<file path="config.mk">
export PLATFORM = sky130hd
export DESIGN_NAME = psg_ram
export DESIGN_NICKNAME = d
export VERILOG_FILES = /design/src/hw/rtl/psg_ram.sv
export SDC_FILE = /design/constraint.sdc
export NUM_CORES = 1
export LEC_CHECK = 0
export BUFFER_PORTS_ARGS = -buffer_cell sky130_fd_sc_hd__buf_4
export CORE_MARGIN = 2
export CORE_UTILIZATION = 55
export DETAILED_ROUTE_END_ITERATION = 10
export PLACE_DENSITY = 0.81
export SETUP_SLACK_MARGIN = 0.4
export SLEW_MARGIN = 40
export SYNTH_ARGS = -nofsm -noshare
export SYNTH_HDL_FRONTEND = slang
export SYNTH_SLANG_ARGS = --single-unit
</file>
<file path="constraint.sdc">
create_clock -name clock -period 3.9 [get_ports clock]
set_clock_uncertainty 0.1 [all_clocks]
set_input_delay 0.195 -clock clock [delete_from_list [all_inputs] [get_ports clock]]
set_output_delay 0.195 -clock clock [all_outputs]
set_load 0.01 [all_outputs]
</file>
<file path="src/hw/rtl/psg_ram.sv">
// ----------------------------------------------------------------------------
// psg_ram
// Generic simple dual-port RAM, one write and one registered read port.
// ----------------------------------------------------------------------------
`default_nettype none

module psg_ram #(
   parameter int WIDTH = 8,
   parameter int DEPTH = 4
) (
   input  wire logic                     clock,
   input  wire logic                     wr_en,
   input  wire logic [$clog2(DEPTH)-1:0] wr_addr,
   input  wire logic [WIDTH-1:0]         wr_data,
   input  wire logic                     rd_en,
   input  wire logic [$clog2(DEPTH)-1:0] rd_addr,
   output logic      [WIDTH-1:0]         rd_data
);

   logic [WIDTH-1:0] mem_ff [DEPTH];
   logic [WIDTH-1:0] rd_data_ff;

   always_ff @(posedge clock) begin
      if (wr_en) begin
         mem_ff[wr_addr] <= wr_data;
      end
      if (rd_en) begin
         rd_data_ff <= mem_ff[rd_addr];
      end
   end

   assign rd_data = rd_data_ff;

endmodule

`default_nettype wire

</file>
* Word-level counts from Yosys, hierarchy flattened *
Memories as Yosys holds them, arrays and structs flattened. A register that Yosys moved wholly into a read port is not among the register bits.
Cells that the tools add are included.

cells by class
  multiplexer cells = 2

operator list
  cell    count
  $mux 1  2

storage, ports and cells
  register bits after elaboration = 0
  input bits = 15
  memories kept = 1
  RAM bits = 32
  output and inout port bits = 8

memory list
  memory  depth  bits a word  rd ports  clocked after Yosys merged registers in  write ports  line  text
  mem_ff  4      8            1         1                                        1            20    logic [WIDTH-1:0] mem_ff [DEPTH];

* Longest topological paths before layout *
  depth after elaboration = 2
  gate-level depth with buffers = 2
  gate-level depth less buffers = 1

* Least setup slack after synthesis *
Ideal clock, no wire load.

  kind = input-to-reg
  from = in wr_addr[0]
  to = mem mem_ff[0][0] (enable)
  setup slack = 2.541 ns
  stages on the path = 1
  setup time = 0.385 ns
  buffers on the path = 0
  data arrival time = 0.874 ns
  cell sequence = nor3b_1

RTL lines
  element      line  text
  from (decl)  13    input wire logic [$clog2(DEPTH)-1:0] wr_addr,
  to (decl)    20

Straight into the memory's write port.

* Worst setup path in the final report *
  from = reg rd_data_ff[6] (netlist: rd_data[6]) (read register of mem_ff)
  to = out rd_data[6]

RTL lines
  element      line  text
  from (decl)  21    logic [WIDTH-1:0] rd_data_ff;
  to (decl)    17    output logic [WIDTH-1:0] rd_data

No word-level cell between the ends.

==> impl_metrics.toml <==
[worst_setup_path]
crit_path_max_incr_delay_ps = 420
slowest_stage = "edfxtp_1"
path_cells = "buf_4"
cp.required_ps = 3610
r2r-start = "mem_ff[1][6]"
worstSetupStartpoint = "rd_data[6]"
critical_path_class = "register to output port"
path_max_fanout = 1
critical_path.top_delay_family = "flip-flops"
cp-start-kind = "register"
cp.buffers_inverters = 1
cp-end-kind = "output port"
arrival_ps = 930

[outcome]
status = "finished clean"

[timing]
finalSetupViolations = 0
fin_crit_sh_pct = 31.3
fmax_ghz = 0.819
hold_viol = 0
relSlewSlack_pct = 56.5
rsz0062_at_grt = "no"
layout_min_cycle_time_ps = 1220
setup_tns_ps = 0
tightestPinTransition_ps = 650
drv_slew = 0

[clocking]
cts.clk_slew.worst_paths_ps = 110
cts_sinks = 40
htreeDepth = 2
numCtsBuffers = 5
clk_latency_ps = 340
cts_resized = 0
cts_root_buf = "clkbuf_4"
cts_buffer_depth = 2
cts_tree = "built"

[route]
via_per_inst = 5.59
vias = 665
wl_um = 2160
wl_per_cell_um = 18.1
postRouteAntennaNets = 0
drc_errors = 0
drt-initial-drc-count = 9
first_pass_iters = 4

[job]
max-cap-violations = 0

[placement]
gp_congestion = 0.677
dpl.cell_count = 104
io_buffers = 22

[grt]
grt_pass1_vias = 663
grt-ovfl-total = 0
grt_pass1_wl_um = 3260
groute.usage.overall_pct = 18.0
grt_max_degree = 12
antenna_found_initial = 0

[floorplan]
dieHeight_um = 55.0
fp.dieArea_um2 = 3020
fp.coreArea_um2 = 2480
fp-row-count = 18
io-pin-count = 23
start_util_pct = 57.7
die_w_um = 55.0

[power_and_ir_drop]
powerDensity_nw_per_um2 = 431
p_leak_uw = 0.000613
peakVddDrop_uv = 333

[logic_synthesis]
synth_cells = 54
syn-num-nets = 69
ys_ff_latch = 40
netlist_area_um2 = 1430
synth_edf_count = 40
ys.flop_type = "edfxtp_1"
yosysMostFrequentCell = "edfxtp_1"
async_reset_ff_share_pct = 0
ys_warn_count = 0
yosysTopAreaCell = "edfxtp_1"
ys_seq_area_share_pct = 84.1
ys_top_cells_by_area = "edfxtp_1, mux4_2, and3b_1"
synthDominantCellAreaShare_pct = 84.1
netlist-cell-type-count = 7
synth_common_cells = "edfxtp_1, mux4_2, and3b_1"
avgSynthCellArea_um2 = 26.5

[cells_and_area]
drive_gt1_share_pct = 41.6
fin_nets = 104
stdcell_count = 119
syn_to_final_growth_pct = 22.2
diodes = 0

[hold_path]
min-delay-start = "rd_en"
hp-class = "primary input to register"
## cells by family (layout without fill, tap and decap cells)
kind of cell	after synthesis	in the layout	share of synthesized area [%]
buf+inv	2	37	1.14
flops	40	40	84.1
mux	8	8	12.6
simple gates	4	4	2.19
## area by class of cell
class | count | area [um2]
Clock buffer | 6 | 41.3
Clock inverter | 1 | 5.00
Fill cell | 161 | 731
Multi-Input combinational cell | 12 | 216
Sequential cell | 40 | 1200
Tap cell | 30 | 37.5
Timing Repair Buffer | 30 | 245
## flip-flops by register name (all words and copies together), names as in the netlist
signal and flops:
mem_ff 32, rd_data 8
## final timing paths
check	end	slack, ps	depth (start not counted)
setup reg to reg	rd_data[6]	2680	1
hold reg to reg	rd_data[0]	520	1
hold / removal	rd_data[0]	40	1
setup / recovery	rd_data[6]	2680	1
## metal layers
| metal | vias to the layer above | global-route usage, % | part of all wire, % |
|---|---|---|---|
| li1 | 303 | - | - |
| met1 | 334 | 19.6 | 38 |
| met2 | 19 | 30.6 | 55 |
| met3 | 9 | 6.45 | 4.1 |
| met4 | 0 | 9.76 | 3.5 |
| met5 | - | 0 | 0 |
## stage by stage
step | hold WS, ps | total power [uW] | setup WS, ps | instance area [um2] | util, %
finish | 37.2 | 753 | 2680 | 1750 | 70.5
global route | 36.4 | 780 | 2640 | 1750 | 70.5
CTS | 34.7 | 757 | 2670 | 1750 | 70.5
detailed placement | 299 | 570 | 2530 | 1620 | 65.4
global placement | 294 | 565 | 2170 | 1620 | 65.2
floorplan | 194 | 539 | 2540 | 1430 | -
## what timing repair did
| action | CTS | global route |
|---|---|---|
| hold endpoints to repair | 32 | 0 |
| hold buffers | 8 | 0 |
| setup buffers | 0 | 0 |
## placed cells by master, fill, tap and decap left out
master          n
and3_1          1
clkbuf_1        1
buf_4          22
and3b_1         2
mux4_2          8
clkbuf_4        5
dlygate4sd3_1   8
edfxtp_1       40
nor3b_2         1
clkinv_2        1
## power by group
part	internal [uW]	switching [uW]	total (uW)
logic	34.9	25.6	60.5
clock network	66.4	121	187
registers	499	5.65	505
No activity file was read; power rests on OpenSTA's default activity.
